$ cat src/hdl/pf_pkg.sv
// Shared types, constants and grid arithmetic for the Playfair encryption engine.
package pf_pkg;

    localparam int GRID_SIZE   = 5;
    localparam int CELLS       = GRID_SIZE * GRID_SIZE;
    localparam int NUM_LETTERS = 26;

    localparam logic [4:0] LETTER_I    = 5'd8;
    localparam logic [4:0] LETTER_J    = 5'd9;
    localparam logic [4:0] LETTER_X    = 5'd23;
    localparam logic [4:0] LETTER_LAST = 5'd25;

    localparam logic [1:0] KIND_KEY = 2'd0;
    localparam logic [1:0] KIND_END = 2'd1;
    localparam logic [1:0] KIND_MSG = 2'd2;

    typedef struct packed {
        logic [1:0] kind;
        logic [4:0] letter;
        logic       last_letter;
    } in_word_t;

    typedef struct packed {
        logic [4:0] cipher_letter;
        logic       last_of_run;
    } out_word_t;

    // write request into the grid and position tables
    typedef struct packed {
        logic       en;
        logic [4:0] slot;
        logic [4:0] letter;
    } grid_wr_t;

    function automatic logic [2:0] grid_row(input logic [4:0] p);
        logic [2:0] r;
        begin
            if (p >= 5'(4 * GRID_SIZE))
                r = 3'd4;
            else if (p >= 5'(3 * GRID_SIZE))
                r = 3'd3;
            else if (p >= 5'(2 * GRID_SIZE))
                r = 3'd2;
            else if (p >= 5'(GRID_SIZE))
                r = 3'd1;
            else
                r = 3'd0;
            return r;
        end
    endfunction

    function automatic logic [4:0] row_base(input logic [2:0] r);
        begin
            return {r, 2'b00} + {2'b00, r};
        end
    endfunction

    function automatic logic [2:0] grid_col(input logic [4:0] p);
        logic [4:0] t;
        begin
            t = p - row_base(grid_row(p));
            return t[2:0];
        end
    endfunction

    function automatic logic [2:0] wrap_next(input logic [2:0] v);
        begin
            return (v == 3'(GRID_SIZE - 1)) ? 3'd0 : v + 3'd1;
        end
    endfunction

    function automatic logic [4:0] cell_index(input logic [2:0] r, input logic [2:0] c);
        begin
            return row_base(r) + {2'b00, c};
        end
    endfunction

endpackage

$ cat src/hdl/playfair_cipher_encrypt.sv
// Playfair encryption engine: key entry, grid fill, pairing and result output.
//
// Input words arrive on item (valid/stall); results leave on result (valid/stall).
// A key letter is placed as it is accepted. A key-end word sweeps all 26 letters,
// one a cycle, so the block stalls its input while the grid fills.
// A message word that completes a pair starts the pair unit: the letter
// position memory is read, then the grid memory; both cipher letters are
// registered there and leave one a cycle through the output register while
// the receiver does not stall. The word that ends a doubled letter at the end
// of the text makes two pairs. The input stays stalled until the last cipher
// letter of the word is loaded into the output register; a word that only
// holds a letter does not stall the input.
// The output register lets a new word in while the last result waits.
// A stalled receiver holds the result and, once the FSM needs the register,
// holds the input too. Reset empties the grid state, the held letter and the
// output register; memory contents are not cleared.
module playfair_cipher_encrypt (
    input  logic              clk,
    input  logic              rst_n,
    input  logic              item_valid,
    output logic              item_stall,
    input  pf_pkg::in_word_t  item,
    output logic              result_valid,
    input  logic              result_stall,
    output pf_pkg::out_word_t result
);
    import pf_pkg::*;

    typedef enum logic [2:0] {
        ST_IDLE,
        ST_FILL,
        ST_WAIT,
        ST_EMIT_X,
        ST_EMIT_Y
    } state_t;

    state_t                   state_reg;
    logic [NUM_LETTERS-1:0]   used_reg;
    logic [4:0]               fill_reg;
    logic                     complete_reg;
    logic [4:0]               pend_letter_reg;
    logic                     pend_valid_reg;
    logic [4:0]               sweep_reg;
    logic                     second_reg;
    logic [4:0]               second_letter_reg;
    logic                     result_valid_reg;
    out_word_t                result_reg;

    logic                     accept;
    logic [4:0]               letter_f;
    logic                     letter_ok;
    logic [NUM_LETTERS-1:0]   used_eff;
    logic [4:0]               fill_eff;
    logic                     do_key;
    logic                     key_place;
    logic                     fill_place;
    logic                     do_msg;
    logic                     match;
    logic                     msg_start;
    logic                     out_load;
    logic                     emit_load;
    logic                     second_start;
    logic                     pair_start;
    logic [4:0]               pair_a;
    logic [4:0]               pair_b;
    grid_wr_t                 grid_wr;
    logic                     pair_done;
    logic [4:0]               pair_x;
    logic [4:0]               pair_y;

    always_comb
    begin
        item_stall = (state_reg != ST_IDLE);
        accept     = item_valid && !item_stall;
        letter_f   = (item.letter == LETTER_J) ? LETTER_I : item.letter;
        letter_ok  = (letter_f <= LETTER_LAST);
        // a key letter after a finished grid starts a fresh key
        used_eff   = complete_reg ? '0 : used_reg;
        fill_eff   = complete_reg ? 5'd0 : fill_reg;

        do_key     = accept && (item.kind == KIND_KEY) && letter_ok;
        key_place  = do_key && !used_eff[letter_f] && (fill_eff < 5'(CELLS));
        fill_place = (state_reg == ST_FILL) && (sweep_reg != LETTER_J)
                     && !used_reg[sweep_reg] && (fill_reg < 5'(CELLS));

        grid_wr.en     = key_place || fill_place;
        grid_wr.slot   = key_place ? fill_eff : fill_reg;
        grid_wr.letter = key_place ? letter_f : sweep_reg;

        do_msg    = accept && (item.kind == KIND_MSG) && complete_reg && letter_ok;
        match     = pend_valid_reg && (letter_f == pend_letter_reg);
        msg_start = do_msg && (pend_valid_reg || item.last_letter);

        out_load     = !result_valid_reg || !result_stall;
        emit_load    = out_load && ((state_reg == ST_EMIT_X) || (state_reg == ST_EMIT_Y));
        second_start = (state_reg == ST_EMIT_Y) && out_load && second_reg;
        pair_start   = msg_start || second_start;

        if (state_reg == ST_EMIT_Y)
        begin
            pair_a = second_letter_reg;
            pair_b = LETTER_X;
        end
        else
        begin
            pair_a = pend_valid_reg ? pend_letter_reg : letter_f;
            pair_b = (pend_valid_reg && !match) ? letter_f : LETTER_X;
        end
    end

    pf_pair_unit u_pair (
        .clk   (clk),
        .rst_n (rst_n),
        .wr    (grid_wr),
        .start (pair_start),
        .a     (pair_a),
        .b     (pair_b),
        .done  (pair_done),
        .x     (pair_x),
        .y     (pair_y)
    );

    always_ff @(posedge clk or negedge rst_n)
    begin
        if (!rst_n)
        begin
            state_reg         <= ST_IDLE;
            used_reg          <= '0;
            fill_reg          <= 5'd0;
            complete_reg      <= 1'b0;
            pend_letter_reg   <= 5'd0;
            pend_valid_reg    <= 1'b0;
            sweep_reg         <= 5'd0;
            second_reg        <= 1'b0;
            second_letter_reg <= 5'd0;
            result_valid_reg  <= 1'b0;
            result_reg        <= '0;
        end
        else
        begin
            result_valid_reg <= emit_load || (result_valid_reg && result_stall);

            unique case (state_reg)
                ST_IDLE:
                begin
                    if (do_key)
                    begin
                        used_reg <= key_place
                                    ? (used_eff | (NUM_LETTERS'(1) << letter_f))
                                    : used_eff;
                        fill_reg <= key_place ? fill_eff + 5'd1 : fill_eff;
                        if (complete_reg)
                        begin
                            complete_reg    <= 1'b0;
                            pend_valid_reg  <= 1'b0;
                            pend_letter_reg <= 5'd0;
                        end
                    end
                    else if (accept && (item.kind == KIND_END) && !complete_reg)
                    begin
                        sweep_reg <= 5'd0;
                        state_reg <= ST_FILL;
                    end
                    else if (do_msg)
                    begin
                        second_letter_reg <= letter_f;
                        if (pend_valid_reg && match)
                        begin
                            // doubled letter: pair with X, keep this letter
                            second_reg      <= item.last_letter;
                            pend_valid_reg  <= !item.last_letter;
                            pend_letter_reg <= item.last_letter ? 5'd0 : letter_f;
                        end
                        else if (pend_valid_reg || item.last_letter)
                        begin
                            second_reg      <= 1'b0;
                            pend_valid_reg  <= 1'b0;
                            pend_letter_reg <= 5'd0;
                        end
                        else
                        begin
                            pend_valid_reg  <= 1'b1;
                            pend_letter_reg <= letter_f;
                        end
                        if (msg_start)
                            state_reg <= ST_WAIT;
                    end
                end

                ST_FILL:
                begin
                    if (fill_place)
                    begin
                        used_reg <= used_reg | (NUM_LETTERS'(1) << sweep_reg);
                        fill_reg <= fill_reg + 5'd1;
                    end
                    if (sweep_reg == LETTER_LAST)
                    begin
                        complete_reg <= 1'b1;
                        state_reg    <= ST_IDLE;
                    end
                    else
                        sweep_reg <= sweep_reg + 5'd1;
                end

                ST_WAIT:
                begin
                    if (pair_done)
                        state_reg <= ST_EMIT_X;
                end

                ST_EMIT_X:
                begin
                    if (out_load)
                    begin
                        result_reg.cipher_letter <= pair_x;
                        result_reg.last_of_run   <= 1'b0;
                        state_reg                <= ST_EMIT_Y;
                    end
                end

                ST_EMIT_Y:
                begin
                    if (out_load)
                    begin
                        result_reg.cipher_letter <= pair_y;
                        result_reg.last_of_run   <= !second_reg;
                        if (second_reg)
                        begin
                            second_reg <= 1'b0;
                            state_reg  <= ST_WAIT;
                        end
                        else
                            state_reg <= ST_IDLE;
                    end
                end

                default:
                    state_reg <= ST_IDLE;
            endcase
        end
    end

    assign result_valid = result_valid_reg;
    assign result       = result_reg;

endmodule

$ cat src/hdl/pf_pair_unit.sv
// Key grid and letter position memories, and the two-stage pair encipher path.
module pf_pair_unit (
    input  logic             clk,
    input  logic             rst_n,
    input  pf_pkg::grid_wr_t wr,
    input  logic             start,
    input  logic [4:0]       a,
    input  logic [4:0]       b,
    output logic             done,
    output logic [4:0]       x,
    output logic [4:0]       y
);
    import pf_pkg::*;

    logic [4:0] grid_mem [CELLS];
    logic [4:0] pos_mem  [NUM_LETTERS];

    logic [4:0] pos_a_reg;
    logic [4:0] pos_b_reg;
    logic [4:0] x_reg;
    logic [4:0] y_reg;
    logic       s1_reg;
    logic       done_reg;

    logic [2:0] r1, c1, r2, c2;
    logic [4:0] cell_a, cell_b;

    // one write port shared by both tables: letter at cell, cell of letter
    always_ff @(posedge clk)
    begin
        if (wr.en)
        begin
            grid_mem[wr.slot] <= wr.letter;
            pos_mem[wr.letter] <= wr.slot;
        end
    end

    always_ff @(posedge clk)
    begin
        pos_a_reg <= pos_mem[a];
        pos_b_reg <= pos_mem[b];
    end

    always_comb
    begin
        r1 = grid_row(pos_a_reg);
        c1 = grid_col(pos_a_reg);
        r2 = grid_row(pos_b_reg);
        c2 = grid_col(pos_b_reg);
        if (r1 == r2)
        begin
            cell_a = cell_index(r1, wrap_next(c1));
            cell_b = cell_index(r2, wrap_next(c2));
        end
        else if (c1 == c2)
        begin
            cell_a = cell_index(wrap_next(r1), c1);
            cell_b = cell_index(wrap_next(r2), c2);
        end
        else
        begin
            cell_a = cell_index(r1, c2);
            cell_b = cell_index(r2, c1);
        end
    end

    always_ff @(posedge clk)
    begin
        if (s1_reg)
        begin
            x_reg <= grid_mem[cell_a];
            y_reg <= grid_mem[cell_b];
        end
    end

    always_ff @(posedge clk or negedge rst_n)
    begin
        if (!rst_n)
        begin
            s1_reg   <= 1'b0;
            done_reg <= 1'b0;
        end
        else
        begin
            s1_reg   <= start;
            done_reg <= s1_reg;
        end
    end

    assign done = done_reg;
    assign x    = x_reg;
    assign y    = y_reg;

endmodule

$ cat config.mk
export PLATFORM = sky130hd
export DESIGN_NAME = playfair_cipher_encrypt
export DESIGN_NICKNAME = d
export VERILOG_FILES = /design/src/hdl/pf_pkg.sv /design/src/hdl/playfair_cipher_encrypt.sv /design/src/hdl/pf_pair_unit.sv
export SDC_FILE = /design/constraint.sdc
export NUM_CORES = 1
export LEC_CHECK = 0
export ABC_AREA = 0
export BUFFER_PORTS_ARGS = -buffer_cell sky130_fd_sc_hd__buf_2
export CELL_PAD_IN_SITES_DETAIL_PLACEMENT = 1
export CELL_PAD_IN_SITES_GLOBAL_PLACEMENT = 1
export CORE_MARGIN = 2
export CORE_UTILIZATION = 50
export DETAILED_ROUTE_END_ITERATION = 7
export PLACE_DENSITY_LB_ADDON = 0.1
export RECOVER_POWER = 25
export SYNTH_ARGS = -nofsm -noshare
export SYNTH_HDL_FRONTEND = slang
export SYNTH_SLANG_ARGS = --single-unit
$ cat constraint.sdc
create_clock -name clk -period 7.6 [get_ports clk]
set_input_delay 0.76 -clock clk [delete_from_list [all_inputs] [get_ports clk]]
set_output_delay 0.76 -clock clk [all_outputs]
set_load 0.02 [all_outputs]
==> flow_summary.toml <==
[global_routing]
overflow = 0
grt_pass1_vias = 14900
antenna_found_initial = 4
grt_usage = 0.311
grt_max_degree = 62
grt_pass1_wl_um = 91200

[drt]
drtPass1Iterations = 5
ant_nets = 0
drt_wl_total_um = 60400
drt_iter0_markers = 1261
avgRoutedWirePerCell_um = 27.5
vias_per_cell = 6.53
vias = 14300
drcViolationCount = 0

[clock_tree]
cts_setup_buffers = 0
htree_num_levels = 2
cts_tree = "done"
holdBufCountCts = 0
clkTransAtPathRegs_ns = 0.07
clock-sinks = 336
clockBufferDepth = 3
cts_buffers = 38
clk_latency_ns = 0.57
cts-root-buf = "clkbuf_16"
cts_resized = 0

[synth]
dominantRegCellSynth = "edfxtp_1"
synth_seq_cells = 336
async_flop_share = 0.182
synth_area_per_cell_um2 = 11.4
synth_edf_count = 265
synth_cell_types = 84
synth_nets = 1737
synth_area_mm2 = 0.0190
yosysWarnings = 0
synth_cells = 1677
ys_seq_area_frac = 0.508

[place]
numPortBuffers = 19
placed_cell_area_mm2 = 0.0196
placedCellCount = 2127
dpl.hpwl_um = 41500
gp_congestion = 0.886

[layout]
largest_register_ffs = 130
stdcell_area_mm2 = 0.0209
area_growth_syn_to_layout_pct = 9.45
layout-drive-gt1-share = 0.124
fillers = 3926
final_util = 0.555
stdcell_count = 2197
nets = 1716

[timing]
relSlewSlack = -1.61
rsz0062_at_grt = "no"
worst_clock_skew_ns = 0.0285
hold_violations = 0
period_share = 0.791
finalSetupViolCount = 0
fmax_mhz = 166
setup_tns_ns = 0
post-route-min-period_ns = 6.01
final_max_slew_viol_count = 147
max_slew.worst_pin.slew_ns = 3.92

[critical_path]
worstSetupEndpointType = "flop"
cp_max_fo = 22
critPathBufInv = 3
cp.arrival_ns = 6.33
crit_path_top_delay_cell = "o211a_1"
cpPeakStageDelay_ns = 0.79
cp-start-kind = "flop"
worstPathCellList = "inv_1, maj3_1, a211o_1, and2_1, ha_1, inv_1, fa_1, nor2_1, a221o_1, nor3_4, fa_1, inv_1, fa_1, xor2_1, nor3_1, o22ai_1, o211a_1, nand2_1, o22ai_1, nor3_1, or3_1"
critPathKind = "flop to flop"
required_ns = 7.91
cpLargestDelayFamily = "compound AO/OA/AOI/OAI gates"

[floorplan]
die_w_um = 199
start_util = 0.507
fp.coreArea_mm2 = 0.0376
die_area_mm2 = 0.0397
num_rows = 71
fp.dieH_um = 199
ios = 20

[run]
drv_cap = 4

[run_status]
status = "finished, violations left"
violations = "capacitance limit, slew limit"

[hold_path]
hp-class = "flop to flop"
==> worst register-to-register path, cell delays in order, from the launching register on <==
cell	delay, ns
dfxtp_1	0.38
inv_1	0.08
maj3_1	0.36
a211o_1	0.41
and2_1	0.23
ha_1	0.19
inv_1	0.07
fa_1	0.22
nor2_1	0.07
a221o_1	0.39
nor3_4	0.35
fa_1	0.53
inv_1	0.11
fa_1	0.19
xor2_1	0.15
nor3_1	0.08
o22ai_1	0.20
o211a_1	0.79
nand2_1	0.27
o22ai_1	0.22
nor3_1	0.10
or3_1	0.38
==> per-layer routing <==
metal / part of all wire / GRT usage / up-vias
met1: 0.41 / 0.405 / 7289
met4: 0.046 / 0.148 / 2
met3: 0.064 / 0.0498 / 153
met5: 0.00030 / 0 / -
li1: - / - / 6372
met2: 0.48 / 0.511 / 520
==> layout make-up <==
class	instances	area [um^2]	area share
multi-input cells	1187	8780	0.421
flip-flops and latches	336	9680	0.464
inverters	46	173	0.00828
clock inverters	17	231	0.0111
well taps	511	639	0.0307
clock buffers	50	1050	0.0502
diodes	3	7.51	0.000360
repair buffers	47	287	0.0137
==> stage by stage <==
step                      setup WS [ns]  hold WS, ns
after floorplan                    2.23        0.450
after global placement             1.75        0.464
after detailed placement           1.55        0.489
after CTS                          1.58        0.428
after global routing               1.23        0.534
final                              1.59        0.498
==> layout by cell type, fill, tap and decap left out, drive strengths merged, types with 6 or more instances in the layout <==
cell type	synthesis	layout
nor3	37	37
nand2b	10	10
mux2	36	36
o22ai	24	24
dfrtp	61	61
a22o	8	8
o21ai	56	56
fa	10	10
edfxtp	265	265
xnor2	14	14
mux2i	111	111
nor2	153	153
ha	38	38
dfxtp	10	10
o221ai	20	20
mux4	47	47
a31oi	33	33
buf	43	36
clkinv	1	12
and2	41	41
nor2b	37	37
a211oi	37	37
nand2	128	128
a221oi	6	6
inv	45	45
and3	15	15
clkbuf	65	61
o31ai	9	9
a21oi	115	115
nand3	35	35
o21a	7	7
o211ai	36	36
xor2	10	10
a21o	18	18
nand4	7	7
or3	7	7
a21boi	8	8
a32oi	7	7
==> logic make-up (layout without fill, tap and decap cells) <==
logic type | Yosys count | in the layout | synth area share
and+or+nand+nor | 490 | 490 | 0.122
AOI/OAI and AO/OA | 430 | 430 | 0.152
DFF | 336 | 336 | 0.508
muxes | 194 | 194 | 0.136
buffers and inverters | 154 | 160 | 0.0344
adders and majority gates | 49 | 49 | 0.0360
xor gates and xnor gates | 24 | 24 | 0.0118
other | 0 | 3 | 0
==> synthesized netlist by cell type (8+ instances only) <==
library cell  count  area (um^2)
edfxtp_1        265         7960
ha_1             38          475
and2_1           41          257
o31ai_1           9         67.6
nand3_1          35          175
mux2i_1         110         1100
buf_1             9         33.8
nor2_1          153          574
a31oi_1          33          206
dfxtp_1          10          200
a211oi_1         36          270
xnor2_1          13          114
mux2_2           34          383
clkbuf_1         65          244
inv_1            45          169
fa_1             10          200
a21oi_1         113          566
nand2_1         126          473
a21o_1           18          135
o211ai_1         35          263
a22o_1            8         70.1
o221ai_1         20          175
xor2_1            9         78.8
nand2b_1         10         62.6
dfrtp_1          61         1530
nor3_1           36          180
o22ai_1          24          150
mux4_2           47         1060
nor2b_1          37          231
o21ai_0          49          245
a21boi_0          8         60.1
and3_1           15         93.8
buf_2            25          125
==> path summary, 6_finish.rpt <==
check	depth (start not counted)	endpoint	slack (ns)	startpoint
max	21	u_pair.x[1]	1.59	u_pair.pos_a_reg[3]
max reg2reg	21	u_pair.x[1]	1.59	u_pair.pos_a_reg[3]
min in group asynchronous	2	used_reg[1]	1.67	rst_n
min reg2reg	2	result[4]	0.50	u_pair.y[3]
max in group asynchronous	2	fill_reg[0]	3.73	rst_n
min	2	result[4]	0.50	u_pair.y[3]
Power is left out: the tool's default activity adds up to more than one toggle a clock period on the data nets, which glitch-free logic cannot reach.
